==> config.mk <==
export PLATFORM = sky130hd
export DESIGN_NAME = cme_ram
export DESIGN_NICKNAME = d
export VERILOG_FILES = /design/src/rtl/cme_ram.sv
export SDC_FILE = /design/constraint.sdc
export NUM_CORES = 1
export LEC_CHECK = 0
export CAP_MARGIN = 15
export CORE_MARGIN = 1
export CORE_UTILIZATION = 50
export DETAILED_ROUTE_END_ITERATION = 8
export DONT_BUFFER_PORTS = 1
export PLACE_DENSITY = 0.66
export SYNTH_ARGS = -nofsm -noshare
export SYNTH_HDL_FRONTEND = slang
export SYNTH_SLANG_ARGS = --single-unit
export TNS_END_PERCENT = 20
==> constraint.sdc <==
create_clock -name clk -period 6.2 [get_ports clk]
set_input_delay 1.86 -clock clk [delete_from_list [all_inputs] [get_ports clk]]
set_output_delay 1.86 -clock clk [all_outputs]
set_load 0.02 [all_outputs]
==> src/rtl/cme_ram.sv <==
// generic single write port ram with registered read
// no dependencies
module cme_ram #(
  parameter int WIDTH = 16,
  parameter int DEPTH = 16,
  localparam int AW = (DEPTH > 1) ? $clog2(DEPTH) : 1
) (
  input  logic             clk,
  input  logic             we,
  input  logic [AW-1:0]    waddr,
  input  logic [WIDTH-1:0] wdata,
  input  logic [AW-1:0]    raddr,
  output logic [WIDTH-1:0] rdata
);

  logic [WIDTH-1:0] mem [DEPTH];

  always_ff @(posedge clk) begin
    if (we) begin
      mem[waddr] <= wdata;
    end
    rdata <= mem[raddr];
  end

endmodule

After elaboration in Yosys (flattened, before gate mapping). Memories as Yosys holds them, arrays and structs flattened. A register that Yosys moved wholly into a read port is not among the register bits. Cells that the tools add are included.

Bits in registers: 0. Latch bits: 0. Memory bits (writable): 256. Bits in read-only memories: 0. Output and inout port bits: 16. Word-level logic and storage cells: 3. Memories kept: 1.

Add/sub/neg operators: 0. Multiply operators: 0. Divide/modulo/power cells: 0. Magnitude comparators: 0. Equality and inequality tests: 0. Shift-type cells: 0. Mux-type cells: 2. Bitwise operators: 0. Reduce and logical (&&, ||, !) cells: 0.

Memory list: mem (words 16, bits a word 16, read ports 1, clocked after Yosys merged registers in 1, wr ports 1, line 16) `logic [WIDTH-1:0] mem [DEPTH];`.

Operators by type and width (number): $mux 1 (2).

Longest topological paths before layout.
Depth after elaboration: 2. Mapped depth: 5. Depth with buffers taken out: 3.

Worst setup path after synthesis. No wires, ideal clock.

Kind: input to register. From: in waddr[2]. To: mem mem[0][0], enable pin. Library setup time: 0.409 ns. Data arrival time: 3.506 ns. Slack: 2.285 ns. Stages on the path: 2. Path buffers: 0. Cells stage by stage: or3b_2 nor3_1.

RTL lines: from (decl) (line 10) `input logic [AW-1:0] waddr,`; to (decl) (line 16).

No word-level cell before the write port.

Worst setup path in the final report.
From: in waddr[2]. To: mem mem[3][4], enable pin.

No word-level cell before the write port.

==> impl_metrics.toml <==
[outcome]
status = "finished clean"

[route]
first_pass_iters = 4
wire_per_inst_um = 27.98
drc = 0
vias = 4416
via_per_inst = 6.025
first_iter_violations = 509
wl_um = 20510
ant_nets = 0

[grt]
grt_pass1_vias = 4469
antenna_found_initial = 2
grt.total_usage = 0.2076
overflow = 0
grt_max_degree = 65
grt_pass1_wl_um = 29130

[synth]
synth_nets = 458
synth.area.top_cells = "edfxtp_1, mux4_2, dfxtp_1"
yosysWarnings = 0
yosysSeqAreaShare = 0.7973
netlist_instances = 432
avgSynthCellArea_um2 = 23.25
synth_top_cell_area_share = 0.7654
synth_cell_type_count = 19
ys_seq_elements = 272
synthesis.area_um2 = 10040
yosysTopAreaCell = "edfxtp_1"

[final_layout]
finalNonFillerCells = 733
fillers = 1420
finish.net_count = 472
fin_area_um2 = 11200
post-route-util = 0.5717
drive_gt1_frac = 0.2468
synthToLayoutAreaGrowth_pct = 11.51

[critical_path]
arrival_ns = 3.14
path_max_fanout = 16
max_stage_delay_ns = 0.73
slowest_stage = "nor2_2"
required_ns = 6.33
critical_path_class = "input pin to register"
cp-start-kind = "input pin"
path_cells = "or3b_2, nor2_2"
crit_family = "simple AND/OR/NAND/NOR gates"
path_buf_inv = 0
cp-end-kind = "register"

[timing]
tightestPinTransition_ns = 1.021
finalHoldViolations = 0
final_max_slew_viol_count = 0
setup_viol = 0
fin_worst_skew_ns = 0.01821
setup_tns_ns = 0
rsz0062_at_grt = "false"
layout_min_cycle_time_ns = 3.002
holdWs_ns = 0.6864
fin_crit_sh = 0.4841
max_slew_margin = 0.3165
fmax_mhz = 333.2
timing.final.ws_setup_ns = 3.198

[placed_design]
place_ws_ns = 2.627
placed_area_um2 = 10350
placed_cells = 682
place_congestion = 0.7286
hpwl_um = 11670
portBuffers = 0

[pwr]
combPwrFrac = 0.031
fin_total_pwr_mw = 3.758
p_int_mw = 3.033
p_switching_uw = 724.7
power_frac_seq = 0.554
switching_share = 0.1928
p_clk_frac = 0.415
p_leak_nw = 3.520
vdd_drop_max_mv = 0.1721
p_per_area_nw_per_um2 = 335.6

[cts]
clkLatencyLatePin_ns = 0.53
cts_tree = "built"
cts_buffers = 27
clkSinkCount = 272
cts-hold-fix-buffers = 0
cts_root_buf = "clkbuf_16"
cts_setup_buffers = 0
clk_pin_slew_ns = 0.06
post_cts_resized = 0
cts_max_level = 1
cts_buffer_depth = 3

[die]
dieArea_um2 = 20660
row_count = 51
die_x_um = 143.7
start_util = 0.5127
core_um2 = 19590
die_h_um = 143.7
ios = 42

[run]
maxCapViolCount = 0

[hold_path]
min_path_type = "register to register"
==> logic make-up after synthesis <==
group,count (synthesis),synth area share
AOI/OAI and AO/OA,32,0.02392
buffers and inverters,21,0.01233
DFF,272,0.7973
muxes,64,0.1473
and+or+nand+nor,43,0.01918
==> power by group through the flow <==
stage,combinational [mW],clock (mW),sequential (mW)
after CTS,0.118,1.58,2.08
after detailed placement,0.117,0,2.12
final,0.117,1.56,2.08
after floorplan,0.100,0,2.12
after global placement,0.116,0,2.12
after global routing,0.122,1.65,2.09
==> sequential cells by signal (all words and copies together), names as in the netlist <==
name	flops
rdata	16
mem	256
==> Yosys cell counts (all sizes together) <==
cell type	count
a22oi	32
and2	1
buf	13
clkbuf	8
dfxtp	16
edfxtp	256
mux4	64
nand2	17
nand2b	2
nand3	1
nand3b	2
nor2	13
nor2b	2
nor3	4
or3b	1
==> tightest hold or removal path, delay by kind of cell, from the launching register on <==
| family | cells | cell delay, ns |
|---|---|---|
| muxes | 1 | 0.21 |
| AOI/OAI and AO/OA | 1 | 0.08 |
| DFF | 1 | 0.31 |
| and+or+nand+nor | 1 | 0.06 |
==> final cells by class <==
cell class | count | area [µm²] | area share
diodes | 2 | 5.005 | 0.0004469
clock buffers | 32 | 694.4 | 0.06200
clock inverters | 17 | 151.4 | 0.01352
multi-input cells | 139 | 1964 | 0.1754
flip-flops and latches | 272 | 8008 | 0.7150
well taps | 265 | 331.6 | 0.02961
repair buffers | 6 | 45.04 | 0.004022
==> final timing paths <==
path | from | to | slack, ns | depth (start not counted)
max | waddr[2] | mem[3][4] | 3.20 | 2
min | mem[0][1] | rdata[1] | 0.69 | 3
max reg2reg | mem[9][6] | rdata[6] | 4.65 | 3
min reg2reg | mem[0][1] | rdata[1] | 0.69 | 3
==> routing by layer <==
layer  GRT usage  routed length (µm)
met2      0.3122                9583
met5           0                   0
met1      0.2985                8780
met3     0.05531                1737
met4     0.06551                 405
==> cells in the final DEF, fill, tap and decap left out <==
master,n
or3b_2,1
and2_1,1
nand3_1,1
nor3_2,4
a22oi_1,32
nand2_1,17
nand3b_1,2
bufinv_16,3
diode_2,2
clkbuf_1,5
edfxtp_1,256
nor2_1,1
buf_4,6
clkinv_2,7
nand2b_1,2
clkbuf_16,27
dfxtp_1,16
clkinv_1,7
nor2_2,12
mux4_1,10
mux4_2,54
nor2b_2,1
nor2b_1,1
Note: power is estimated with default switching activity, not from simulation.
