`src/rtl/cme_queue.sv`:
```
// short job queue between loader and compute sequencer
// no dependencies
module cme_queue #(
  parameter type payload_t = logic,
  parameter int  DEPTH = 2
) (
  input  logic     clk,
  input  logic     rst,
  input  logic     push,
  input  payload_t push_data,
  output logic     full,
  input  logic     pop,
  output payload_t pop_data,
  output logic     empty
);

  localparam int PW = (DEPTH > 1) ? $clog2(DEPTH) : 1;
  localparam int CW = $clog2(DEPTH + 1);

  payload_t       slots [DEPTH];
  logic [PW-1:0]  wptr;
  logic [PW-1:0]  rptr;
  logic [CW-1:0]  count;
  logic           do_push;
  logic           do_pop;

  assign full     = (count == CW'(DEPTH));
  assign empty    = (count == '0);
  assign do_push  = push && !full;
  assign do_pop   = pop && !empty;
  assign pop_data = slots[rptr];

  always_ff @(posedge clk) begin
    if (do_push) begin
      slots[wptr] <= push_data;
    end
  end

  always_ff @(posedge clk) begin
    if (rst) begin
      wptr  <= '0;
      rptr  <= '0;
      count <= '0;
    end else begin
      if (do_push) begin
        wptr <= (wptr == PW'(DEPTH - 1)) ? '0 : PW'(wptr + 1'b1);
      end
      if (do_pop) begin
        rptr <= (rptr == PW'(DEPTH - 1)) ? '0 : PW'(rptr + 1'b1);
      end
      if (do_push && !do_pop) begin
        count <= CW'(count + 1'b1);
      end else if (do_pop && !do_push) begin
        count <= CW'(count - 1'b1);
      end
    end
  end

  a_no_overflow: assert property (@(posedge clk) disable iff (rst)
    push |-> !full) else $error("job queue overflow");

endmodule

```
`config.mk`:
```
export PLATFORM = sky130hd
export DESIGN_NAME = cme_queue
export DESIGN_NICKNAME = d
export VERILOG_FILES = /design/src/rtl/cme_queue.sv
export SDC_FILE = /design/constraint.sdc
export NUM_CORES = 1
export LEC_CHECK = 0
export ABC_AREA = 1
export BUFFER_PORTS_ARGS = -buffer_cell sky130_fd_sc_hd__buf_4
export CORE_AREA = 2 2 39 41
export CTS_CLUSTER_DIAMETER = 60
export DETAILED_ROUTE_END_ITERATION = 8
export DIE_AREA = 0 0 41 43
export MAX_ROUTING_LAYER = met4
export SETUP_SLACK_MARGIN = 0.2
export SYNTH_ARGS = -nofsm -noshare
export SYNTH_HDL_FRONTEND = slang
export SYNTH_SLANG_ARGS = --single-unit
```
`constraint.sdc`:
```
create_clock -name clk -period 3 [get_ports clk]
set_clock_uncertainty 0.05 [all_clocks]
set_input_delay 0 -clock clk [delete_from_list [all_inputs] [get_ports clk]]
set_output_delay 0 -clock clk [all_outputs]
set_load 0.1 [all_outputs]
```
# Word-level counts from Yosys, hierarchy flattened
# Memory sizes are Yosys's and may differ from the RTL's. A register that Yosys moved wholly into a read port is not among the register bits.
# Cells that the tools add are included.
# word_totals
register_bits	4
elab_cells	27
inputBits	5
ram_bits	2
mem_count	1
output_inout_bits	3
# memory_table
memory	depth	word_bits	read_ports	rd_ports_with_merged_regs	write_ports	line_no	source
slots	2	1	1	1	1	20	payload_t slots [DEPTH];
# op_classes
add_sub_neg	4
n_reduce_logical	10
n_eq_ne	1
muxes	8
# ops
cell	n
$mux W1	6
$logic_and A1 B1 Y1	4
$logic_not A1 Y1	4
$mux W2	2
$add A1 B1 Y1 const B	2
$add A2 B1 Y2 const B	1
$eq A2 B2 Y1 const B	1
$logic_not A2 Y1	1
$reduce_bool A2 Y1	1
$sub A2 B1 Y2 const B	1

# Logic depth before layout (Yosys ltp)
# Gate-level depths: netlist (run 1).
# depth
ltp_word	7
depth_mapped	10

# Worst setup path before layout (run 1)
# No wires, ideal clock.
# synth_path
path_kind	register to output
from	register count[1]
to	output full
required_ns	2.950
slack_ns	1.264
t_arrival_ns	1.686
stages_incl_launch_ff	3
n_path_buf	0
path_cell_list	dfxtp_1 > inv_2 > nor2_1
# synth_via
elab_chain_len	1
# synth_lines
item	line_no	source
start, declared	23	logic [CW-1:0] count;
start signal, assigned	52	count <= CW'(count + 1'b1);
start signal, assigned	54	count <= CW'(count - 1'b1);
$eq A2 B2 Y1	27	assign full = (count == CW'(DEPTH));
end, declared	11	output logic full,
# Every way passes these cells.

# Worst setup path in the final report (run 1)
# layout_path
from	register count[1]
to	register count[1]
# layout_via
elab_chain_len	6
elab_cells_between_ends	15
classes_between	2 x add/sub; 1 x eq/ne; 2 x mux; 10 x reduce/logical
# layout_lines
item	line_no
$eq A2 B2 Y1 or $logic_not A2 Y1 (tied branches)	27, 28
$logic_not A1 Y1 (on tied branches)	29, 30
$logic_and A1 B1 Y1 (on tied branches)	29, 30
$logic_not A1 Y1 (on tied branches)	53, 51
$logic_and A1 B1 Y1 (on tied branches)	53, 51
$reduce_bool A2 Y1 (no line) or $mux W2 (tied branches)	-
# Several ways; a longest one is shown, not always the timed one. The select of a mux whose other input is x is not followed.
# A chain may end at the register's enable or synchronous reset.

==> results.toml, run 1 <==
[timing]
hold_viol = 0
fin_crit_sh = 0.4873
drv_slew = 0
worst_pin_slew_ns = 0.2775
fin_tns_setup_ns = 0
finalSetupViolations = 0
holdWs_ns = 0.05216
layout_min_cycle_time_ns = 1.462
final.setup.worst_slack_ns = 1.538
fmax_mhz = 684.0
grt_setup_unrepaired = "no"
max_slew_margin = 0.8165

[synthesis]
synth_common_cells = "nor2_1 (9), inv_1 (6), dfxtp_1 (5)"
syn_avg_cell_area_um2 = 8.102
syn-num-nets = 46
yosys_warnings = 0
ys_seq_area_frac = 0.4942
ys_seq_elements = 7
synth_ff_type = "dfxtp_1"
synth_edf_count = 2
synthArstFlopShare = 0
post_synth_num_cell_types = 16
synthTopCellsByArea = "dfxtp_1 (31%), edfxtp_1 (19%), nor2_1 (10%), inv_1 (6.9%), o21ai_2 (5.4%)"
yosys.area.top_type_share = 0.3089
netlist_area_um2 = 324.1
yosysTopAreaCell = "dfxtp_1"
netlist_instances = 40
yosysMostFrequentCell = "nor2_1"

[cells_and_area]
finalNetCount = 60
area_growth_pct = 36.68
register_area_um2 = 160.2
multi_input_area_um2 = 130.1
n_fill_cell = 152
diodes = 0
drive_gt1_frac = 0.3208
instances_no_fill = 69

[worst_setup_path]
critical_path.top_delay_family = "flip-flops"
arrival_ns = 1.61
slowest_delay_ns = 0.40
worst_ep_required_time_ns = 3.15
crit_fanout = 4
startpoint = "count[1]"
worstSetupPathType = "flip-flop to flip-flop"
reg2reg_setup_slack_ns = 1.54
worst-path-buf-inv = 4
startpoint_type = "flip-flop"
r2r_end = "count[1]"
crit_path_end_kind = "flip-flop"
cp_cell_sequence = "inv_2, o21ai_2, inv_2, ha_1, inv_1, nand3_1, nand2_1, inv_1, nor2_1"
r2r_cells = 9
timing.rr.start = "count[1]"
cp_slowest_cell = "dfxtp_1"

[status]
status = "finished, final reports clean"

[global_route]
grt_max_degree = 7
busiest_layer = "met2"
grt_pass1_vias = 254
met1_usage = 0.09061
overflow = 0
grt_pass1_wl_um = 931
met2_usage = 0.1219
use_met3 = 0.04712
antenna_found_initial = 0
grt_usage = 0.08763

[place]
port_buffers = 7
dp.cells = 63
place_ws_ns = 1.556
hpwlAfterDp_um = 433.4
place.gp.congestion = 0.7966

[clock_network]
ctsResizeCount = 0
cts_buffer_depth = 2
path_clk_slew_ns = 0.05
numCtsBuffers = 3
cts_tree = "yes"
clock-sinks = 7
htree_num_levels = 1
ctsRootBufferMaster = "clkbuf_4"
insertion_delay_ns = 0.26

[drt]
remaining_drc_errors = 0
drtIter0Drc = 2
firstDrtPassIters = 4
vias = 295
routed_wl_um = 581
ant_nets = 0
wl_per_cell_um = 8.420
via_per_inst = 4.275

[floorplan]
die_x_um = 41
row_count = 14
core_area_mm2 = 0.001384
dieHeight_um = 43
ios = 8
start_util = 0.2342
die_area_mm2 = 0.001763

[min_path]
hold_depth = 5
hold_start = "push"
worstHoldEndpoint = "wptr"
hold_class = "primary input to flip-flop"

[job]
cap_violations = 0
==> worst reg2reg max path, stage by stage, from the launching register on <==
cell and delay (ns):
dfxtp_1 0.40, inv_2 0.07, o21ai_2 0.20, inv_2 0.06, ha_1 0.30, inv_1 0.08
nand3_1 0.07, nand2_1 0.06, inv_1 0.03, nor2_1 0.08
==> through the flow <==
step                cell area (µm²)    util
floorplan                     324.1       -
global placement              396.6  0.2866
detailed placement            396.6  0.2866
CTS                           442.9  0.3201
global route                  442.9  0.3201
finish                        442.9  0.3201
==> cell usage in the layout (no fill, tap or decap) <==
cell           instances
o21ai_1                1
ha_1                   1
buf_4                  7
inv_1                  6
nand4_1                1
o21ai_0                2
clkbuf_4               3
inv_2                  3
dfxtp_1                5
dlygate4sd3_1          2
clkbuf_1               1
and2_1                 1
edfxtp_1               2
nand2_1                3
nor2_1                 9
o21ai_2                2
mux2_2                 1
a21oi_1                1
nand2_2                1
nand3_1                1
==> routing by layer <==
metal / vias to the layer above / share of wire
met5: - / 0
li1: 154 / -
met3: 2 / 0.052
met1: 134 / 0.45
met4: 0 / 0.036
met2: 5 / 0.46
==> layout make-up <==
cell class,count,share of cell area
clock buffer,4,0.05932
inverter,9,0.07627
multi-input combinational,24,0.2938
sequential,7,0.3616
tap,16,0.04520
timing repair buffer,9,0.1638
==> worst max-delay path by stage <==
| stage | cells after the start | endpoint | slack, ns |
|---|---|---|---|
| after floorplan | 2 | full | 1.26 |
| after global placement | 9 | count[1] | 1.57 |
| after detailed placement | 9 | count[1] | 1.56 |
| after CTS | 9 | count[1] | 1.54 |
| after global routing | 9 | count[1] | 1.43 |
| final | 9 | count[1] | 1.54 |
==> repair_timing <==
item                      in CTS  in global routing
hold endpoints to repair       3                  0
buffers inserted               0                  0
hold buffers                   2                  0
==> logic make-up after synthesis <==
group / synth area share
flip-flops: 0.4942
AO/OA/AOI/OAI: 0.1158
adder cells (fa/ha/maj): 0.03860
multiplexers: 0.03475
buffers and inverters: 0.1042
AND/OR/NAND/NOR: 0.2124
Power of run 1 is not shown: default switching activity piles up to over one toggle a cycle in this logic, so the estimate is an artifact.
==> run 2: changes to the inputs <==
- clock period: 3 -> 1.53 ns (I/O delays scaled with it)
==> results.toml, run 2 (synthesized netlist as in run 1, its figures left out) <==
[place]
place.gp.congestion = 0.7093
placed_cell_area_um2 = 402.9
hpwlAfterDp_um = 457.8
port_buffers = 7

[timing]
layout_min_cycle_time_ns = 1.284
max_slew_margin = 0.8168
worst_pin_slew_ns = 0.2771
fin_tns_setup_ns = 0
finalSetupViolations = 0
drv_slew = 0
hold_viol = 0
fin_crit_sh = 0.8393
fmax_mhz = 778.7
grt_setup_unrepaired = "yes"

[power_and_ir_drop]
switching_share = 0.5064
p_int_uw = 572.4
powerDensity_mw_per_mm2 = 2272
seq_power_share = 0.282
peakVddDrop_v = 0.0008650
leakage_nw = 0.2252
clockPowerShare = 0.142
p_switching_uw = 587.3
combPwrFrac = 0.576

[global_route]
grt_pass1_wl_um = 1000
grt_max_degree = 7
grt_pass1_vias = 268
grt_usage = 0.09035
antenna_found_initial = 0
overflow = 0

[cells_and_area]
final_cell_mix = "buf_4 (10), nor2_1 (7), inv_1 (5)"
final_common_cell = "buf_4"
finalNetCount = 63
register_area_um2 = 165.2
n_fill_cell = 139
area_growth_pct = 57.53
drive_gt1_frac = 0.4821
multi_input_area_um2 = 167.7
diodes = 0
stdcell_area_um2 = 510.5

[floorplan]
start_util = 0.2342
die_area_mm2 = 0.001763
die_x_um = 41
dieHeight_um = 43
ios = 8
row_count = 14
core_area_mm2 = 0.001384

[worst_setup_path]
timing.rr.start = "count[1]"
cp_cell_sequence = "inv_4, o21ai_4, inv_2, ha_4, inv_2, nand4_1, nand2_1, nor2_1"
cp_slowest_cell = "dfxtp_4"
arrival_ns = 1.37
startpoint_type = "flip-flop"
r2r_cells = 8
r2r_end = "count[1]"
reg2reg_setup_slack_ns = 0.25
slowest_delay_ns = 0.38
crit_fanout = 4
crit_path_end_kind = "flip-flop"
worst_ep_required_time_ns = 1.62
worstSetupPathType = "flip-flop to flip-flop"
path_common_cell = "inv_2"

[drt]
ant_nets = 0
firstDrtPassIters = 2
wl_per_cell_um = 9.056
vias = 289
drtIter0Drc = 1
routed_wl_um = 652
remaining_drc_errors = 0
via_per_inst = 4.014

[clock_network]
numCtsBuffers = 3
path_clk_slew_ns = 0.05
htree_num_levels = 1
ctsRootBufferMaster = "clkbuf_4"
clock-sinks = 7
cts_buffer_depth = 2
insertion_delay_ns = 0.24
cts_tree = "yes"

[job]
cap_violations = 0

[min_path]
hold_class = "primary input to flip-flop"
hold_start = "pop"
hold_depth = 4
worstHoldEndpoint = "rptr"

[status]
status = "finished, final reports clean"
-- run 2: cell type report --
type,count,area share
Multi-Input combinational cell,24,0.3284
Sequential cell,7,0.3235
Timing Repair Buffer,12,0.1863
Inverter,9,0.07108
Clock buffer,4,0.05147
Tap cell,16,0.03922
-- run 2: how the worst max path moves through the flow --
| stage | from | to | cells after the start |
|---|---|---|---|
| global placement | count[1] | count[1] | 9 |
| floorplan | count[0] | count[1] | 8 |
| global route | count[1] | count[1] | 9 |
| finish | count[1] | count[1] | 8 |
| detailed placement | count[0] | count[1] | 8 |
| CTS | count[1] | count[1] | 9 |
-- run 2: critical path: cells and delay by family, from the launching register on --
family,cells,cell delay [ns]
adder cells (fa/ha/maj),1,0.25
flip-flops,1,0.38
AO/OA/AOI/OAI,1,0.13
buffers and inverters,3,0.18
AND/OR/NAND/NOR,3,0.19
-- run 2: power by group through the flow --
stage               clock [mW]  sequential (mW)  combinational [mW]
floorplan                    0            0.297               0.475
global placement             0            0.307               0.562
detailed placement           0            0.309               0.567
CTS                      0.174            0.316               0.616
global route             0.182            0.335               0.723
finish                   0.164            0.328               0.668
-- run 2: what timing repair did --
item	CTS	global route
setup buffers	1	2
endpoints found under the hold margin	3	0
hold buffers	2	0
pin swaps	1	5
resized for setup	4	4
gates cloned	0	0
endpoints found under the setup margin	2	2
-- run 2: metrics by stage --
stage                     total power, mW  hold WS (ns)  worst slack (ns)  instances    util
after floorplan                    0.7724       0.04887            0.2086         40       -
after global placement             0.8690        0.1381            0.1243         63  0.2911
after detailed placement           0.8758        0.1418            0.1176         63  0.2911
after CTS                           1.106       0.06682            0.2200         70  0.3472
after global routing                1.240        0.1368            0.1463         72  0.3689
final                               1.160        0.1188            0.2459         72  0.3689
-- run 2: metal layers --
layer,vias up,wire length (µm),global-route usage
met5,-,0,-
met4,0,0,0.06000
met3,0,33,0.04712
met2,5,337,0.1375
met1,126,281,0.08307
li1,158,-,-
Power figures use the tool's default switching activity.
