File: src/rtl/cme_pkg.sv
// shared constants and types of the covariance matrix engine
// no dependencies
package cme_pkg;

  localparam int DEF_MAX_ROWS    = 256;
  localparam int DEF_MAX_DIMS    = 8;
  localparam int DEF_QUEUE_DEPTH = 2;

  localparam int SAMPLE_W  = 16;
  localparam int COV_W     = 41;
  localparam int DIM_IDX_W = 3;
  localparam int ROW_REG_W = 9;
  localparam int DIM_REG_W = 4;
  localparam int CFG_DATA_W = 9;
  localparam int CFG_IDX_W  = 1;

  localparam int JOB_ROW_W = 13;
  localparam int JOB_DIM_W = 4;

  localparam logic [CFG_IDX_W-1:0] REG_ROW_COUNT = 1'b0;
  localparam logic [CFG_IDX_W-1:0] REG_DIM_COUNT = 1'b1;

  typedef struct packed {
    logic [JOB_ROW_W-1:0] rows;
    logic [JOB_DIM_W-1:0] dims;
  } job_t;

endpackage

File: src/rtl/cme_if.sv
// item channels of the covariance matrix engine
// depends on cme_pkg
interface cme_in_if;
  logic                                valid;
  logic                                ready;
  logic signed [cme_pkg::SAMPLE_W-1:0] sample;
  modport source (output valid, output sample, input ready);
  modport sink (input valid, input sample, output ready);
endinterface


File: src/rtl/cme_front.sv
// loader: configuration registers, sample store writes, job issue
// depends on cme_pkg and cme_if
module cme_front #(
  parameter int MAX_ROWS = cme_pkg::DEF_MAX_ROWS,
  parameter int MAX_DIMS = cme_pkg::DEF_MAX_DIMS,
  localparam int DEPTH = MAX_ROWS * MAX_DIMS,
  localparam int AW    = (DEPTH > 1) ? $clog2(DEPTH) : 1
) (
  input  logic                            clk,
  input  logic                            rst,
  cme_in_if.sink                          in_ch,
  input  logic                            cfg_we,
  input  logic [cme_pkg::CFG_IDX_W-1:0]   cfg_index,
  input  logic [cme_pkg::CFG_DATA_W-1:0]  cfg_data,
  input  logic                            job_done,
  output cme_pkg::job_t                   job,
  output logic                            job_push,
  input  logic                            job_full,
  output logic                            st_we,
  output logic [AW-1:0]                   st_waddr,
  output logic [cme_pkg::SAMPLE_W-1:0]    st_wdata
);

  localparam int ROW_W = $clog2(MAX_ROWS + 1);
  localparam int DIM_W = $clog2(MAX_DIMS + 1);
  localparam int TOT_W = AW + 1;

  logic [cme_pkg::ROW_REG_W-1:0] row_count;
  logic [cme_pkg::DIM_REG_W-1:0] dim_count;
  logic [TOT_W-1:0]              load_count;
  logic                          busy;
  logic [ROW_W-1:0]              eff_rows;
  logic [DIM_W-1:0]              eff_dims;
  logic [TOT_W-1:0]              total;
  logic                          accept;
  logic                          last_sample;

  always_comb begin
    if (row_count == '0) begin
      eff_rows = ROW_W'(1);
    end else if (32'(row_count) > 32'(MAX_ROWS)) begin
      eff_rows = ROW_W'(MAX_ROWS);
    end else begin
      eff_rows = ROW_W'(row_count);
    end
    if (dim_count == '0) begin
      eff_dims = DIM_W'(1);
    end else if (32'(dim_count) > 32'(MAX_DIMS)) begin
      eff_dims = DIM_W'(MAX_DIMS);
    end else begin
      eff_dims = DIM_W'(dim_count);
    end
  end

  assign total       = TOT_W'(TOT_W'(eff_rows) * TOT_W'(eff_dims));
  assign in_ch.ready = !busy && !job_full;
  assign accept      = in_ch.valid && in_ch.ready;
  assign last_sample = (load_count == TOT_W'(total - 1'b1));

  assign st_we    = accept;
  assign st_waddr = load_count[AW-1:0];
  assign st_wdata = in_ch.sample;

  assign job_push = accept && last_sample;
  assign job.rows = cme_pkg::JOB_ROW_W'(eff_rows);
  assign job.dims = cme_pkg::JOB_DIM_W'(eff_dims);

  always_ff @(posedge clk) begin
    if (rst) begin
      row_count  <= cme_pkg::ROW_REG_W'(1);
      dim_count  <= cme_pkg::DIM_REG_W'(1);
      load_count <= '0;
      busy       <= 1'b0;
    end else begin
      if (job_done) begin
        busy <= 1'b0;
      end else if (accept && last_sample) begin
        busy <= 1'b1;
      end
      if (cfg_we) begin
        unique case (cfg_index)
          cme_pkg::REG_ROW_COUNT: row_count <= cfg_data[cme_pkg::ROW_REG_W-1:0];
          cme_pkg::REG_DIM_COUNT: dim_count <= cfg_data[cme_pkg::DIM_REG_W-1:0];
          default: ;
        endcase
        load_count <= '0;
      end else if (accept) begin
        load_count <= last_sample ? '0 : TOT_W'(load_count + 1'b1);
      end
    end
  end

  a_wrap: assert property (@(posedge clk) disable iff (rst)
    (accept && last_sample && !cfg_we) |=> (load_count == '0) && busy)
    else $error("load count did not wrap on last sample");

endmodule

File: src/flat_wrapper.sv
// flat-port wrapper written by rule: the top's interface ports become plain ports
module cme_front_flat 
#(
  parameter int MAX_ROWS = cme_pkg::DEF_MAX_ROWS,
  parameter int MAX_DIMS = cme_pkg::DEF_MAX_DIMS,
  localparam int DEPTH = MAX_ROWS * MAX_DIMS,
  localparam int AW    = (DEPTH > 1) ? $clog2(DEPTH) : 1
)
  (clk, rst, cfg_we, cfg_index, cfg_data, job_done, job, job_push, job_full, st_we, st_waddr, st_wdata, in_ch_valid, in_ch_sample, in_ch_ready);
  cme_in_if in_ch_i ();
  input  logic clk;
  input  logic rst;
  input  logic cfg_we;
  input  logic [cme_pkg::CFG_IDX_W-1:0] cfg_index;
  input  logic [cme_pkg::CFG_DATA_W-1:0] cfg_data;
  input  logic job_done;
  output cme_pkg::job_t job;
  output logic job_push;
  input  logic job_full;
  output logic st_we;
  output logic [AW-1:0] st_waddr;
  output logic [cme_pkg::SAMPLE_W-1:0] st_wdata;
  input wire logic [$bits(in_ch_i.valid)-1:0] in_ch_valid;
  input wire logic [$bits(in_ch_i.sample)-1:0] in_ch_sample;
  output wire logic [$bits(in_ch_i.ready)-1:0] in_ch_ready;
  assign in_ch_i.valid = in_ch_valid;
  assign in_ch_i.sample = in_ch_sample;
  assign in_ch_ready = in_ch_i.ready;
  cme_front #(.MAX_ROWS(MAX_ROWS), .MAX_DIMS(MAX_DIMS)) u_core (.clk(clk), .rst(rst), .in_ch(in_ch_i), .cfg_we(cfg_we), .cfg_index(cfg_index), .cfg_data(cfg_data), .job_done(job_done), .job(job), .job_push(job_push), .job_full(job_full), .st_we(st_we), .st_waddr(st_waddr), .st_wdata(st_wdata));
endmodule
File: config.mk
export PLATFORM = sky130hd
export DESIGN_NAME = cme_front_flat
export DESIGN_NICKNAME = d
export VERILOG_FILES = /design/src/rtl/cme_pkg.sv /design/src/rtl/cme_if.sv /design/src/rtl/cme_front.sv /design/src/flat_wrapper.sv
export SDC_FILE = /design/constraint.sdc
export NUM_CORES = 1
export LEC_CHECK = 0
export ABC_AREA = 1
export BUFFER_PORTS_ARGS = -buffer_cell sky130_fd_sc_hd__clkbuf_2
export CORE_MARGIN = 4
export CORE_UTILIZATION = 45
export DETAILED_ROUTE_END_ITERATION = 10
export GPL_ROUTABILITY_DRIVEN = 0
export GPL_TIMING_DRIVEN = 0
export PLACE_DENSITY = 0.76
export SETUP_SLACK_MARGIN = 0.05
export SLEW_MARGIN = 20
export SYNTH_ARGS = -nofsm -noshare
export SYNTH_HDL_FRONTEND = slang
export SYNTH_SLANG_ARGS = --single-unit
File: constraint.sdc
create_clock -name clk -period 10.79 [get_ports clk]
set_input_delay 2.158 -clock clk [delete_from_list [all_inputs] [get_ports clk]]
set_output_delay 2.158 -clock clk [all_outputs]
set_load 0.02 [all_outputs]
* After elaboration in Yosys (flattened, before gate mapping)
Index checks and enable logic that the tools add are counted.
** Storage, ports and cells
- Input bits :: 32
- Register bits :: 26
** Cells by class
- $mul :: 1
- Mux-type cells :: 5
- Add/subtract/negate cells :: 2
- Bitwise operators :: 1
- Magnitude comparators :: 2
- Reductions and logical operators :: 11
- Eq/ne operators :: 1
** Operators by type and width (count)
- $mux W9 :: 2
- $add A12 B1 Y12 const B :: 1
- $eq A12 B12 Y1 :: 1
- $mul A9 B4 Y12 :: 1
- $mux W12 :: 1
- $sub A12 B1 Y12 const B :: 1
- $gt A9 B9 Y1 const B :: 1
- $logic_not A9 Y1 :: 1
- $mux W4 :: 2
- $gt A4 B4 Y1 const B :: 1
- $logic_not A4 Y1 :: 1
- $reduce_and A2 Y1 :: 2
- $reduce_or A2 Y1 :: 2
- $logic_and A1 B1 Y1 :: 3
- $logic_not A1 Y1 :: 2
- $not A1 Y1 :: 1

* Logic depth before layout (Yosys ltp)
- Depth after elaboration :: 7
- Depth in mapped cells :: 29
- Mapped depth without buffers :: 29

* Least setup slack after synthesis
No wires, ideal clock.
- Path type :: register -> output
- Start point :: register u_core.dim_count[3] in the netlist's numbering
- End point :: output port job_push
- Path buffers :: 1
- Cell stages (with the launch flop) :: 18
- Arrival :: 4196 ps
- Slack :: 4436 ps
- Cells stage by stage :: dfxtp_1 clkbuf_1 nor2_1 nand2_1 ha_1 inv_1 fa_1 inv_1 fa_1 inv_1 ha_1 or2_1 nand3_1 nand2_1 nor2_2 nand4_1 nand3b_1 nor3_1
** RTL lines
- start, declared :: RTL line cme_front.sv:29 : logic [cme_pkg::DIM_REG_W-1:0] dim_count;
- start signal, assigned :: RTL line cme_front.sv:71 : dim_count <= cme_pkg::DIM_REG_W'(1);
- start signal, assigned :: RTL line cme_front.sv:83 : cme_pkg::REG_DIM_COUNT: dim_count <= cfg_data[cme_pkg::DIM_REG_W-1:0];
- end, declared :: RTL line flat_wrapper.sv:18 : output logic job_push;

* Worst setup path after layout
- Start point :: register u_core.dim_count[3] in the netlist's numbering
- End point :: output port job_push
** Between the ends
- Longest elaborated chain between the ends :: 7
- Elaborated cells between the ends (all ways) :: 8
** Ends and longest elaborated chain
- $gt A4 B4 Y1 :: RTL line cme_front.sv:48 : end else if (32'(dim_count) > 32'(MAX_DIMS)) begin
- $mux W4 :: RTL line cme_front.sv:48
- $mux W4 (*) :: RTL line cme_front.sv:46 : if (dim_count == '0) begin
- $mul A9 B4 Y12 (*) :: RTL line cme_front.sv:55 : assign total = TOT_W'(TOT_W'(eff_rows) * TOT_W'(eff_dims));
- $sub A12 B1 Y12 (*) :: RTL line cme_front.sv:58 : assign last_sample = (load_count == TOT_W'(total - 1'b1));
- $eq A12 B12 Y1 (*) :: RTL line cme_front.sv:58
- $logic_and A1 B1 Y1 (*) :: RTL line cme_front.sv:64 : assign job_push = accept && last_sample;
Mark *: on every way between the ends. The rest lies on a longest branch, timed or not.

==> out/metrics.cfg <==
[timing]
rsz0062_at_grt = false
hold_violations = 0
worst_slew_pin_slew_ps = 649
setup_violations = 0
slew_headroom_pct = 56.6
clock.fmax_mhz = 146
setup_tns_ps = 0
period_needed_ps = 6830
fin_worst_skew_ps = 4.02
fin_crit_sh_pct = 63.3
maxSlewViolCount = 0

[setup_path]
max_stage_delay_ps = 570
path_class = reg -> out
cpLargestDelayFamily = adder cells
arrival_ps = 4670
slowest_stage = nor2_1
cpMostUsedCell = nand2_1
path_buf_inv = 4
start_kind = flop
cp.required_ps = 8630
endpoint_kind = primary output
cp_cell_sequence = clkbuf_1, nor2_1, nand2_1, ha_1, fa_1, inv_1, fa_1, ha_1, nand2_1, nand2_1, inv_2, nand2_1, nand2_1, nand2_1, nand2_1, nand2_1, nand4_1, nand3b_1, nor3_1, clkbuf_2
worst-path-max-fanout = 10

[status]
status = complete, no violations

[place]
post-dp-hpwl_mm = 5.69
io_buffers = 58
postPlaceCellArea_mm2 = 0.00341

[cells_and_area]
design_area_mm2 = 0.00345
drive_above_1_share_pct = 25.2
nNetsFinal = 577
area_growth_pct = 14.6
antennaDiodeCount = 0

[cts]
h-tree-depth = 1
root_buffer = clkbuf_8
cts_tree = done
clock_latency_ps = 270
cts_resized = 0
cts.path.max_buffers = 2
clkSlewWorstSetupHoldPaths_ps = 90
ctsHoldBuffers = 0
post_cts_buffers = 0
cts_sinks = 26
cts_made_buffers = 3

[grt]
grt-ovfl-total = 0
grt_max_degree = 14
grt_pass1_wl_mm = 11.8
first_global_vias = 2743
antenna_found_initial = 0
grtUsageTotal_pct = 16.8

[yosys]
synthesis.area_mm2 = 0.00301
yosysTopAreaCell = dfxtp_1
synth_cell_types = 39
ys_async_sr_fraction_pct = 0
synth_common_cells = nand2_1, inv_1, nor2_1
yosys_most_used_dff = dfxtp_1
synth_area_per_cell_um2 = 6.84
yosysWarnings = 0
synth_edf_count = 0
yosysTopAreaCellShare_pct = 17.3
synth_area_leaders = dfxtp_1, nand2_1, fa_1, ha_1, inv_1
yosysMostFrequentCell = nand2_1
ys_seq_elements = 26
yosysSeqAreaShare_pct = 17.3
netlist_instances = 440

[die]
chipWidth_um = 89.8
die-area_mm2 = 0.00806
num_rows = 29
design.core.area_mm2 = 0.00642
die_y_um = 89.8
start_util_pct = 46.9
io-pin-count = 79

[power]
vdd_drop_max_mv = 0.0599
leakage_nw = 1.88
power_density_mw_per_mm2 = 105
finalPower_mw = 0.364

[detailed_routing]
route.detailed.drc = 0
first_pass_iters = 4
avgViaCountPerCell = 4.81
drtIter0Drc = 84
via_count = 2795
wirelength_mm = 6.54
ant_nets = 0
wl_per_cell_um = 11.2
met1_length_mm = 2.78
dr_wl_met3_um = 336
top_layer = met4
met2_length_mm = 3.35

[flow_run]
maxCapViolCount = 0

[worst_hold_path]
hold_class = reg -> reg

## cells in the final DEF, fill, tap and decap left out, types with 2 or more instances in the layout
cell type  instances
a21oi_1            8
a21oi_2            4
buf_4             31
clkbuf_1           5
clkbuf_2          58
clkbuf_8           3
clkinv_1           2
conb_1             4
dfxtp_1           26
fa_1              15
ha_1              24
inv_1             73
nand2_1          108
nand2_4            2
nand3_1           10
nand3_2            4
nand3b_1           4
nand4_1            3
nor2_1            54
nor2_2            12
nor2_4             2
nor3_1             2
nor3_2             2
o211ai_1           3
o21ai_0           11
xnor2_1            6
xor2_1            14
## flip-flops by register name (all words and copies together) (netlist names)
signal / cells
u_core.load_count: 12
u_core.dim_count: 4
u_core.row_count: 9
u_core.busy: 1
## where the power goes
part	switching (mW)	internal [mW]	total, mW
registers	0.00285	0.0993	0.102
clock network	0.0303	0.0250	0.0553
logic	0.131	0.0757	0.206
total	0.164	0.200	0.364
## metal layers
metal | up-vias | global-route usage (%)
met1 | 1276 | 19.8
met2 | 74 | 32.0
met4 | 0 | 3.32
met3 | 6 | 2.84
li1 | 1439 | -
met5 | - | 0
## worst reg2reg max path, delay by kind of cell (launching register included)
family | cells | cell delay [ps]
DFF | 1 | 360
buffers and inverters | 3 | 330
adders and majority gates | 4 | 1760
and+or+nand+nor | 14 | 1880
## final timing paths
path | start | endpoint | slack, ps | cells past startpoint
worst min-delay path | u_core.row_count[3]$_SDFFE_PP0P_ | u_core.row_count[3]$_SDFFE_PP0P_ | 490 | 2
worst max register to register | u_core.dim_count[3]$_SDFFE_PP0P_ | u_core.load_count[8]$_SDFFE_PP0P_ | 6380 | 21
worst min register to register | u_core.row_count[3]$_SDFFE_PP0P_ | u_core.row_count[3]$_SDFFE_PP0P_ | 490 | 2
worst max-delay path | u_core.dim_count[3]$_SDFFE_PP0P_ | job_push | 3960 | 20
## layout make-up
class	instances	area, µm²
plain buffers	37	256
clock buffers	3	41.3
fillers	655	2970
inverters	77	294
multi-input cells	303	1950
flip-flops and latches	26	520
well taps	77	96.3
repair buffers	58	290
## through the flow
step / setup WS (ps) / utilization [%] / cells / hold WS, ps
2_1_floorplan: 4440 / - / 443 / 450
4_1_cts: 3950 / 53.7 / 581 / 489
3_3_place_gp: 4330 / 53.1 / 578 / 466
5_1_grt: 3610 / 53.7 / 581 / 505
3_5_place_dp: 4270 / 53.1 / 578 / 476
6_report: 3960 / 53.7 / 581 / 491
## logic make-up (layout without fill, tap and decap cells)
logic type                 after synthesis  after routing  share of synthesized area (%)
and+or+nand+nor                        209            209                           32.3
other                                    1              4                          0.125
AOI/OAI and AO/OA                       31             31                           6.23
adders and majority gates               39             39                           20.0
DFF                                     26             26                           17.3
buffers and inverters                  114            175                           18.3
xor gates and xnor gates                20             20                           5.82
No activity file was read; power rests on OpenSTA's default activity.
