$ cat src/rtl/cme_pkg.sv
// shared constants and types of the covariance matrix engine
// no dependencies
package cme_pkg;

  localparam int DEF_MAX_ROWS    = 256;
  localparam int DEF_MAX_DIMS    = 8;
  localparam int DEF_QUEUE_DEPTH = 2;

  localparam int SAMPLE_W  = 16;
  localparam int COV_W     = 41;
  localparam int DIM_IDX_W = 3;
  localparam int ROW_REG_W = 9;
  localparam int DIM_REG_W = 4;
  localparam int CFG_DATA_W = 9;
  localparam int CFG_IDX_W  = 1;

  localparam int JOB_ROW_W = 13;
  localparam int JOB_DIM_W = 4;

  localparam logic [CFG_IDX_W-1:0] REG_ROW_COUNT = 1'b0;
  localparam logic [CFG_IDX_W-1:0] REG_DIM_COUNT = 1'b1;

  typedef struct packed {
    logic [JOB_ROW_W-1:0] rows;
    logic [JOB_DIM_W-1:0] dims;
  } job_t;

endpackage

$ cat src/rtl/cme_if.sv


interface cme_out_if;
  logic                                 valid;
  logic                                 ready;
  logic        [cme_pkg::DIM_IDX_W-1:0] row_dim;
  logic        [cme_pkg::DIM_IDX_W-1:0] col_dim;
  logic signed [cme_pkg::COV_W-1:0]     covariance;
  logic                                 last_entry;
  modport source (output valid, output row_dim, output col_dim, output covariance,
                  output last_entry, input ready);
  modport sink (input valid, input row_dim, input col_dim, input covariance,
                input last_entry, output ready);
endinterface

$ cat src/rtl/cme_ram.sv
// generic single write port ram with registered read
// no dependencies
module cme_ram #(
  parameter int WIDTH = 16,
  parameter int DEPTH = 16,
  localparam int AW = (DEPTH > 1) ? $clog2(DEPTH) : 1
) (
  input  logic             clk,
  input  logic             we,
  input  logic [AW-1:0]    waddr,
  input  logic [WIDTH-1:0] wdata,
  input  logic [AW-1:0]    raddr,
  output logic [WIDTH-1:0] rdata
);

  logic [WIDTH-1:0] mem [DEPTH];

  always_ff @(posedge clk) begin
    if (we) begin
      mem[waddr] <= wdata;
    end
    rdata <= mem[raddr];
  end

endmodule

$ cat src/rtl/cme_div.sv
// shared radix-2 signed by unsigned divider, truncates toward zero
// no dependencies
module cme_div #(
  parameter int NUM_W = 42,
  parameter int DEN_W = 9
) (
  input  logic                    clk,
  input  logic                    rst,
  input  logic                    start,
  input  logic signed [NUM_W-1:0] dividend,
  input  logic        [DEN_W-1:0] divisor,
  output logic                    done,
  output logic signed [NUM_W-1:0] quotient
);

  localparam int CW = $clog2(NUM_W + 1);

  logic [NUM_W-1:0] mag;
  logic [DEN_W-1:0] rem;
  logic [CW-1:0]    cnt;
  logic             neg;
  logic             busy;
  logic [DEN_W:0]   rem_sh;
  logic             ge;

  assign rem_sh   = {rem, mag[NUM_W-1]};
  assign ge       = (rem_sh >= {1'b0, divisor});
  assign quotient = neg ? -$signed(mag) : $signed(mag);

  always_ff @(posedge clk) begin
    if (rst) begin
      busy <= 1'b0;
      done <= 1'b0;
    end else begin
      done <= 1'b0;
      if (start) begin
        mag  <= dividend[NUM_W-1] ? NUM_W'(-dividend) : dividend;
        rem  <= '0;
        neg  <= dividend[NUM_W-1];
        cnt  <= CW'(NUM_W);
        busy <= 1'b1;
      end else if (busy) begin
        rem  <= ge ? DEN_W'(rem_sh - {1'b0, divisor}) : DEN_W'(rem_sh);
        mag  <= {mag[NUM_W-2:0], ge};
        cnt  <= CW'(cnt - 1'b1);
        if (cnt == CW'(1)) begin
          busy <= 1'b0;
          done <= 1'b1;
        end
      end
    end
  end

endmodule

$ cat src/rtl/cme_back.sv
// compute sequencer: column means, then covariance entries on one mac
// depends on cme_pkg, cme_if, cme_ram and cme_div
module cme_back #(
  parameter int MAX_ROWS = cme_pkg::DEF_MAX_ROWS,
  parameter int MAX_DIMS = cme_pkg::DEF_MAX_DIMS,
  localparam int DEPTH = MAX_ROWS * MAX_DIMS,
  localparam int AW    = (DEPTH > 1) ? $clog2(DEPTH) : 1
) (
  input  logic                          clk,
  input  logic                          rst,
  input  cme_pkg::job_t                 job,
  input  logic                          job_valid,
  output logic                          job_pop,
  output logic                          job_done,
  output logic [AW-1:0]                 raddr_a,
  output logic [AW-1:0]                 raddr_b,
  input  logic [cme_pkg::SAMPLE_W-1:0]  rdata_a,
  input  logic [cme_pkg::SAMPLE_W-1:0]  rdata_b,
  cme_out_if.source                     out_ch
);

  localparam int SW    = cme_pkg::SAMPLE_W;
  localparam int ROW_W = $clog2(MAX_ROWS + 1);
  localparam int DIM_W = $clog2(MAX_DIMS + 1);
  localparam int KI_W  = (MAX_DIMS > 1) ? $clog2(MAX_DIMS) : 1;
  localparam int DW    = SW + 1;
  localparam int PW    = 2 * DW;
  localparam int ACC_W = PW + $clog2(MAX_ROWS);

  typedef enum logic [10:0] {
    S_IDLE   = 11'b00000000001,
    S_MSUM   = 11'b00000000010,
    S_MWAIT  = 11'b00000000100,
    S_MDIVGO = 11'b00000001000,
    S_MDIV   = 11'b00000010000,
    S_CSET   = 11'b00000100000,
    S_CSUM   = 11'b00001000000,
    S_CWAIT  = 11'b00010000000,
    S_CDIVGO = 11'b00100000000,
    S_CDIV   = 11'b01000000000,
    S_EMIT   = 11'b10000000000
  } state_t;

  state_t                  state;
  logic [ROW_W-1:0]        rows;
  logic [DIM_W-1:0]        dims;
  logic [KI_W-1:0]         k1;
  logic [KI_W-1:0]         k2;
  logic [ROW_W-1:0]        row_idx;
  logic [AW-1:0]           base1;
  logic [AW-1:0]           base2;
  logic signed [ACC_W-1:0] acc;
  logic                    p1;
  logic                    p2;
  logic                    p3;
  logic signed [DW-1:0]    d1;
  logic signed [DW-1:0]    d2;
  logic signed [PW-1:0]    prod;
  logic [SW-1:0]           mean_a;
  logic [SW-1:0]           mean_b;
  logic                    mean_we;
  logic                    div_start;
  logic                    div_done;
  logic signed [ACC_W-1:0] div_q;
  logic                    issue;
  logic                    last_row;
  logic                    last_dim1;
  logic                    last_dim2;
  logic                    emit_load;
  logic                    out_valid;

  assign issue     = (state == S_MSUM) || (state == S_CSUM);
  assign last_row  = (row_idx == ROW_W'(rows - 1'b1));
  assign last_dim1 = (k1 == KI_W'(dims - 1'b1));
  assign last_dim2 = (k2 == KI_W'(dims - 1'b1));
  assign raddr_a   = base1;
  assign raddr_b   = base2;
  assign job_pop   = (state == S_IDLE) && job_valid;
  assign mean_we   = (state == S_MDIV) && div_done;
  assign div_start = (state == S_MDIVGO) || (state == S_CDIVGO);
  assign emit_load = (state == S_EMIT) && (!out_valid || out_ch.ready);
  assign job_done  = emit_load && last_dim1 && last_dim2;
  assign out_ch.valid = out_valid;

  cme_ram #(.WIDTH(SW), .DEPTH(MAX_DIMS)) u_mean_a (
    .clk   (clk),
    .we    (mean_we),
    .waddr (k1),
    .wdata (div_q[SW-1:0]),
    .raddr (k1),
    .rdata (mean_a)
  );

  cme_ram #(.WIDTH(SW), .DEPTH(MAX_DIMS)) u_mean_b (
    .clk   (clk),
    .we    (mean_we),
    .waddr (k1),
    .wdata (div_q[SW-1:0]),
    .raddr (k2),
    .rdata (mean_b)
  );

  cme_div #(.NUM_W(ACC_W), .DEN_W(ROW_W)) u_div (
    .clk      (clk),
    .rst      (rst),
    .start    (div_start),
    .dividend (acc),
    .divisor  (rows),
    .done     (div_done),
    .quotient (div_q)
  );

  // mac datapath
  always_ff @(posedge clk) begin
    d1   <= $signed({rdata_a[SW-1], rdata_a}) - $signed({mean_a[SW-1], mean_a});
    d2   <= $signed({rdata_b[SW-1], rdata_b}) - $signed({mean_b[SW-1], mean_b});
    prod <= d1 * d2;
  end

  always_ff @(posedge clk) begin
    if (rst) begin
      out_valid <= 1'b0;
    end else if (emit_load) begin
      out_valid <= 1'b1;
    end else if (out_ch.ready) begin
      out_valid <= 1'b0;
    end
    if (emit_load) begin
      out_ch.row_dim    <= cme_pkg::DIM_IDX_W'(k1);
      out_ch.col_dim    <= cme_pkg::DIM_IDX_W'(k2);
      out_ch.covariance <= div_q[cme_pkg::COV_W-1:0];
      out_ch.last_entry <= last_dim1 && last_dim2;
    end
  end

  always_ff @(posedge clk) begin
    if (rst) begin
      state <= S_IDLE;
      p1    <= 1'b0;
      p2    <= 1'b0;
      p3    <= 1'b0;
    end else begin
      p1 <= issue;
      p2 <= p1 && ((state == S_CSUM) || (state == S_CWAIT));
      p3 <= p2;
      if (p1 && ((state == S_MSUM) || (state == S_MWAIT))) begin
        acc <= acc + ACC_W'($signed(rdata_a));
      end
      if (p3) begin
        acc <= acc + ACC_W'(prod);
      end
      if (issue) begin
        row_idx <= ROW_W'(row_idx + 1'b1);
        base1   <= AW'(base1 + AW'(dims));
        base2   <= AW'(base2 + AW'(dims));
      end
      unique case (state)
        S_IDLE: begin
          if (job_valid) begin
            rows    <= ROW_W'(job.rows);
            dims    <= DIM_W'(job.dims);
            k1      <= '0;
            k2      <= '0;
            row_idx <= '0;
            base1   <= '0;
            acc     <= '0;
            state   <= S_MSUM;
          end
        end
        S_MSUM: begin
          if (last_row) begin
            state <= S_MWAIT;
          end
        end
        S_MWAIT: begin
          if (!p1) begin
            state <= S_MDIVGO;
          end
        end
        S_MDIVGO: state <= S_MDIV;
        S_MDIV: begin
          if (div_done) begin
            if (last_dim1) begin
              k1    <= '0;
              k2    <= '0;
              state <= S_CSET;
            end else begin
              k1      <= KI_W'(k1 + 1'b1);
              row_idx <= '0;
              base1   <= AW'(k1 + 1'b1);
              acc     <= '0;
              state   <= S_MSUM;
            end
          end
        end
        S_CSET: begin
          row_idx <= '0;
          base1   <= AW'(k1);
          base2   <= AW'(k2);
          acc     <= '0;
          state   <= S_CSUM;
        end
        S_CSUM: begin
          if (last_row) begin
            state <= S_CWAIT;
          end
        end
        S_CWAIT: begin
          if (!p1 && !p2 && !p3) begin
            state <= S_CDIVGO;
          end
        end
        S_CDIVGO: state <= S_CDIV;
        S_CDIV: begin
          if (div_done) begin
            state <= S_EMIT;
          end
        end
        S_EMIT: begin
          if (emit_load) begin
            if (last_dim1 && last_dim2) begin
              state <= S_IDLE;
            end else begin
              if (last_dim2) begin
                k1 <= KI_W'(k1 + 1'b1);
                k2 <= '0;
              end else begin
                k2 <= KI_W'(k2 + 1'b1);
              end
              state <= S_CSET;
            end
          end
        end
        default: state <= S_IDLE;
      endcase
    end
  end

  a_emit_shows: assert property (@(posedge clk) disable iff (rst)
    emit_load |=> out_valid) else $error("loaded item not presented");

  a_div_owner: assert property (@(posedge clk) disable iff (rst)
    div_done |-> (state == S_MDIV || state == S_CDIV))
    else $error("divider finished outside a divide state");

  a_mac_drained: assert property (@(posedge clk) disable iff (rst)
    div_start |-> (!p1 && !p2 && !p3)) else $error("divide started with mac busy");

endmodule
$ cat src/flat_wrapper.sv
// flat-port wrapper written by rule: the top's interface ports become plain ports
module cme_back_flat 
#(
  parameter int MAX_ROWS = cme_pkg::DEF_MAX_ROWS,
  parameter int MAX_DIMS = cme_pkg::DEF_MAX_DIMS,
  localparam int DEPTH = MAX_ROWS * MAX_DIMS,
  localparam int AW    = (DEPTH > 1) ? $clog2(DEPTH) : 1
)
  (clk, rst, job, job_valid, job_pop, job_done, raddr_a, raddr_b, rdata_a, rdata_b, out_ch_valid, out_ch_row_dim, out_ch_col_dim, out_ch_covariance, out_ch_last_entry, out_ch_ready);
  cme_out_if out_ch_i ();
  input  logic clk;
  input  logic rst;
  input  cme_pkg::job_t job;
  input  logic job_valid;
  output logic job_pop;
  output logic job_done;
  output logic [AW-1:0] raddr_a;
  output logic [AW-1:0] raddr_b;
  input  logic [cme_pkg::SAMPLE_W-1:0] rdata_a;
  input  logic [cme_pkg::SAMPLE_W-1:0] rdata_b;
  output wire logic [$bits(out_ch_i.valid)-1:0] out_ch_valid;
  output wire logic [$bits(out_ch_i.row_dim)-1:0] out_ch_row_dim;
  output wire logic [$bits(out_ch_i.col_dim)-1:0] out_ch_col_dim;
  output wire logic [$bits(out_ch_i.covariance)-1:0] out_ch_covariance;
  output wire logic [$bits(out_ch_i.last_entry)-1:0] out_ch_last_entry;
  input wire logic [$bits(out_ch_i.ready)-1:0] out_ch_ready;
  assign out_ch_valid = out_ch_i.valid;
  assign out_ch_row_dim = out_ch_i.row_dim;
  assign out_ch_col_dim = out_ch_i.col_dim;
  assign out_ch_covariance = out_ch_i.covariance;
  assign out_ch_last_entry = out_ch_i.last_entry;
  assign out_ch_i.ready = out_ch_ready;
  cme_back #(.MAX_ROWS(MAX_ROWS), .MAX_DIMS(MAX_DIMS)) u_core (.clk(clk), .rst(rst), .job(job), .job_valid(job_valid), .job_pop(job_pop), .job_done(job_done), .raddr_a(raddr_a), .raddr_b(raddr_b), .rdata_a(rdata_a), .rdata_b(rdata_b), .out_ch(out_ch_i));
endmodule
$ cat config.mk
export PLATFORM = sky130hd
export DESIGN_NAME = cme_back_flat
export DESIGN_NICKNAME = d
export VERILOG_FILES = /design/src/rtl/cme_pkg.sv /design/src/rtl/cme_if.sv /design/src/rtl/cme_ram.sv /design/src/rtl/cme_div.sv /design/src/rtl/cme_back.sv /design/src/flat_wrapper.sv
export SDC_FILE = /design/constraint.sdc
export NUM_CORES = 2
export LEC_CHECK = 0
export BUFFER_PORTS_ARGS = -buffer_cell sky130_fd_sc_hd__buf_2
export CORE_UTILIZATION = 55
export CTS_CLUSTER_DIAMETER = 50
export DETAILED_ROUTE_END_ITERATION = 16
export PLACE_DENSITY = 0.72
export SETUP_SLACK_MARGIN = 0.2
export SYNTH_ARGS = -nofsm -noshare
export SYNTH_HDL_FRONTEND = slang
export SYNTH_SLANG_ARGS = --single-unit
$ cat constraint.sdc
create_clock -name clk -period 13.15 [get_ports clk]
set_clock_uncertainty 0.1 [all_clocks]
set_input_delay 1.9725 -clock clk [delete_from_list [all_inputs] [get_ports clk]]
set_output_delay 1.9725 -clock clk [all_outputs]
set_load 0.01 [all_outputs]
* Word level (Yosys, flattened, before mapping)
Memories as Yosys holds them, arrays and structs flattened. A register that Yosys moved wholly into a read port is not among the register bits. Index checks and enable logic that the tools add are counted. Widths: inputs -> output; s select.
Operators by class: reductions and logical operators 31, add/subtract/negate cells 16, order comparisons 1, eq/ne operators 26, multipliers 1, bitwise operators 2, mux-type cells 57
Operator list (count):
- $mux 42 | 8
- $mux 11 | 13
- $pmux 42 s3 | 1
- $pmux 11 s11 | 1
- $mux 9 | 6
- $add 42x16->42 | 1
- $add 42x34->42 | 1
- $neg 42->42 | 1
- $mux 41 | 1
- $neg 41->41 | 1
- $mux 3 | 12
- $mul 17x17->34 | 1
- $sub 16x16->17 | 2
- $pmux 11 s3 | 1
- $pmux 9 s3 | 1
- $add 11x4->11 | 2
- $mux 6 | 3
- $pmux 3 s3 | 2
- $reduce_and 7->1 | 2
- $ne 2x2->1 const B | 6
- $eq 11x1->1 const B | 1
- $eq 11x10->1 const B | 1
- $eq 11x11->1 const B | 1
- $eq 11x2->1 const B | 1
- other kinds (30) | 64
Word-level totals: input port bits 53, register bits 283, output and inout bits 73, word-level logic and storage cells 163, memories kept 2, RAM bits 256
Memories:
- u_core.u_mean_a.mem | words 8, bits a word 16, rd ports 1, clocked after Yosys merged registers in 1, write ports 1, RTL line cme_ram.sv:16 | logic [WIDTH-1:0] mem [DEPTH];
- u_core.u_mean_b.mem | words 8, bits a word 16, rd ports 1, clocked after Yosys merged registers in 1, write ports 1, RTL line cme_ram.sv:16

* Depth between registers and ports, before layout
depth in word-level cells 8, gate-level depth with buffers 27, gate-level depth less buffers 25

* Cells and area by module
Synthesis repeated with hierarchy kept, for this count alone.
Unflattened totals: cell total of the unflattened synthesis 3695, area, all modules 40782.9 µm²
By module, submodules not included:
- cme_back | area an instance 25344.3 µm², times used 1, cells an instance 2739, seq. area each 5865.6 µm²
- cme_ram | area an instance 5293.8 µm², times used 2, cells an instance 214, seq. area each 4164.0 µm²
- cme_div | area an instance 4850.9 µm², times used 1, cells an instance 528, seq. area each 1781.7 µm²

* Worst setup path after synthesis
OpenSTA, ideal clock, no wires.
path kind input-to-output, from input port out_ch_ready, to output port job_done, setup slack 6.332 ns, required time 11.078 ns, stages on the path 3, arrival 4.745 ns, path buffers 0, cell sequence nand2b_1 > nor2b_1 > and3_1
Between the ends: longest elaborated chain between the ends 4
Ends and longest elaborated chain:
- start, declared | RTL line flat_wrapper.sv:26 | input wire logic [$bits(out_ch_i.ready)-1:0] out_ch_ready;
- $logic_or 1x1->1 | RTL line cme_back.sv:81 | assign emit_load = (state == S_EMIT) && (!out_valid || out_ch.ready);
- $logic_and 1x1->1 | RTL line cme_back.sv:81
- named net u_core.emit_load | RTL line cme_back.sv:69 | logic emit_load;
- $logic_and 1x1->1 (2 in a row) | RTL line cme_back.sv:82 | assign job_done = emit_load && last_dim1 && last_dim2;
- end, declared | RTL line flat_wrapper.sv:16 | output logic job_done;
The timed path passes the listed nets, and every way through them passes these cells.

* Worst setup path after layout
from register u_core.d1[7], to register u_core.prod[33]
Between the ends: longest elaborated chain between the ends 1
Ends and longest elaborated chain:
- start, declared | RTL line cme_back.sv:56 | logic signed [DW-1:0] d1;
- start signal, assigned | RTL line cme_back.sv:115 | d1 <= $signed({rdata_a[SW-1], rdata_a}) - $signed({mean_a[SW-1], mean_a});
- $mul 17x17->34 | RTL line cme_back.sv:117 | prod <= d1 * d2;
- end signal, assigned | RTL line cme_back.sv:117
- end, declared | RTL line cme_back.sv:58 | logic signed [PW-1:0] prod;
Every way passes these cells. A chain may end at the register's enable or synchronous reset.

==> qor.yml <==
floorplanning:
  initial_utilization_pct: 55.7
  die-area_mm2: 0.0661
  fp.dieW_um: 257
  core_mm2: 0.0643
  row_count: 93
  die_h_um: 257
  boundaryPins: 126
finish:
  multiInputGateArea_mm2: 0.0217
  nFillCells: 5340
  layout.nets: 4182
  drive_gt1_share_pct: 8.87
  syn2layout_area_growth_pct: 8.72
  diodes: 0
  final_cell_area_mm2: 0.0389
  seq_area_mm2: 0.0121
sta:
  fin_crit_ns: 7.29
  worstMarginPinSlew_ns: 1.20
  fmax_mhz: 137
  maxSlewHeadroom_pct: 18.9
  finalSetupTns_ns: 0
  drv_slew: 0
  setup_ws_ns: 5.86
  finalSetupViolations: 0
  period_share_pct: 55.4
  grt_setup_unrepaired: "false"
  hold_viol_final: 0
logic_synthesis:
  synthArstFlopShare_pct: 0
  ys.flop_type: "edfxtp_1"
  syn_area_mm2: 0.0358
  ys_warn_count: 0
  seq_area_frac_synth_pct: 33.9
  synth_area_per_cell_um2: 10.1
  ys_types: 82
  synth_cells: 3533
  ys_ff_latch: 443
  synth-edff-count: 326
  syn-num-nets: 4114
routing:
  routed_via_density: 5.86
  drt-total-wl_mm: 88.3
  vias: 26400
  ant_nets: 0
  wl_per_cell_um: 19.6
  first_pass_iters: 6
  drt_iter0_drc: 2039
  route.detailed.drc: 0
global_route:
  grt-ovfl-total: 0
  first_global_vias: 26100
  grt_start_max_net_pins: 87
  grt_use_total_pct: 27.1
  grt_antenna_before_repair: 2
  grt_pass1_wl_mm: 141
hold_path:
  hold_class: "flip-flop to flip-flop"
clock_network:
  htree_levels: 2
  clockBufferDepth: 3
  path_clk_slew_ns: 0.06
  postCtsHoldBufs: 0
  cts_sinks: 443
  cts_made_buffers: 49
  post_cts_buffers: 0
  worstSkewPairLatency_ns: 0.60
  cts_tree: "yes"
  ctsRootBufferMaster: "clkbuf_16"
  ctsResizeCount: 0
worst_setup_path:
  crit_required_ns: 13.52
  critPathKind: "flip-flop to flip-flop"
  crit_fanout: 17
  startpoint_type: "flip-flop"
  crit_path_end_kind: "flip-flop"
  worstPathArrival_ns: 7.66
placement:
  dpl_cell_area_mm2: 0.0373
  hpwl_mm: 64.7
  pre_cts_ws_ns: 5.98
  gp_congestion: 0.922
  io_buffers: 121
job:
  max_cap_viol_count: 0
outcome:
  status: "finished clean"
==> cells by family (layout without fill, tap and decap cells) <==
| logic type | after synthesis | in the layout | share of synthesized area (%) |
|---|---|---|---|
| simple gates | 983 | 983 | 13.5 |
| compound gates | 694 | 694 | 12.7 |
| buf+inv | 568 | 677 | 5.96 |
| fa+ha+maj | 528 | 528 | 24.8 |
| flops | 443 | 443 | 33.9 |
| xor+xnor | 254 | 254 | 6.21 |
| mux | 63 | 63 | 2.94 |
==> final timing paths <==
path / endpoint / slack (ns) / startpoint / depth (start not counted)
worst max-delay path: u_core.prod[33] / 5.86 / u_core.d1[7] / 23
worst min-delay path: u_core.p3 / 0.36 / u_core.p2 / 1
worst max register to register: u_core.prod[33] / 5.86 / u_core.d1[7] / 23
worst min register to register: u_core.p3 / 0.36 / u_core.p2 / 1
==> stage by stage <==
step	cells	util, %	hold WS, ns
3_5_place_dp	4405	58.0	0.352
6_report	4497	60.5	0.361
5_1_grt	4497	60.5	0.373
4_1_cts	4497	60.5	0.362
2_1_floorplan	3533	-	0.324
3_3_place_gp	4405	58.0	0.344
==> synth_stat cells, types with 32 or more instances <==
| cell type | number | area, um^2 |
|---|---|---|
| nand2b_1 | 33 | 206 |
| a21o_1 | 71 | 533 |
| xor2_1 | 119 | 1040 |
| nand2_1 | 322 | 1210 |
| ha_1 | 225 | 2820 |
| fa_1 | 303 | 6070 |
| nand3_1 | 45 | 225 |
| nor2_1 | 200 | 751 |
| nand4_1 | 37 | 231 |
| and2_1 | 161 | 1010 |
| xnor2_1 | 135 | 1180 |
| a211oi_1 | 69 | 518 |
| edfxtp_1 | 326 | 9790 |
| mux4_2 | 32 | 721 |
| inv_1 | 437 | 1640 |
| dfxtp_1 | 117 | 2340 |
| nor2b_1 | 32 | 200 |
| nor3_1 | 38 | 190 |
| a21oi_1 | 143 | 716 |
| clkbuf_1 | 122 | 458 |
| a22oi_1 | 66 | 495 |
| o21ai_0 | 162 | 811 |
==> critical path, cell delays in order (launching register included) <==
cell and delay (ns):
dfxtp_1 0.94, nand2_1 0.18, fa_1 0.57, inv_1 0.05, fa_1 0.49, inv_1 0.05
fa_1 0.54, inv_1 0.05, fa_1 0.42, fa_1 0.53, inv_1 0.05, fa_1 0.47
inv_1 0.04, ha_1 0.33, a2111oi_0 0.45, inv_1 0.08, a211oi_1 0.32, o21ai_0 0.30
o311ai_0 0.50, nand2b_1 0.16, a21oi_1 0.17, o21ba_2 0.16, a21oi_1 0.08, xnor2_1 0.13
==> cells in the final DEF, fill, tap and decap left out, types with 116 or more instances in the layout <==
cell type,Yosys,layout
a21oi_1,143,143
edfxtp_1,326,326
fa_1,303,303
buf_2,3,121
xnor2_1,135,135
inv_1,437,436
o21ai_0,162,162
dfxtp_1,117,116
nor2_1,200,196
xor2_1,119,119
ha_1,225,225
and2_1,161,161
nand2_1,322,322
==> layer usage <==
metal	GRT usage, %	part of all wire (%)	up-vias
met2	44.3	47	908
met1	36.7	43	13000
met4	9.16	3.2	0
li1	-	-	12300
met3	4.28	7.4	163
met5	0	0	-
==> registers in the layout (all words and copies together) (netlist names), 4 cells and up <==
signal / count
u_core.d2: 17
u_core.row_idx: 9
u_core.u_mean_a.rdata: 16
u_core.u_mean_b.rdata: 16
u_core.dims: 4
u_core.rows: 9
u_core.u_div.mag: 42
u_core.u_div.rem: 9
u_core.raddr_b: 11
u_core.u_mean_b.mem: 128
u_core.d1: 17
u_core.state: 11
u_core.acc: 42
u_core.raddr_a: 11
u_core.out_ch.covariance: 41
u_core.prod: 34
u_core.u_div.cnt: 6
==> layout make-up <==
cell class	instances	share of cell area (%)
Clock buffer	56	3.32
Clock inverter	36	0.868
Inverter	438	4.22
Multi-Input combinational cell	2522	55.6
Sequential cell	443	31.2
Tap cell	855	2.75
Timing Repair Buffer	147	2.06
Power is not shown: default switching activity piles up to over one toggle a cycle in this logic, so the estimate is an artifact.
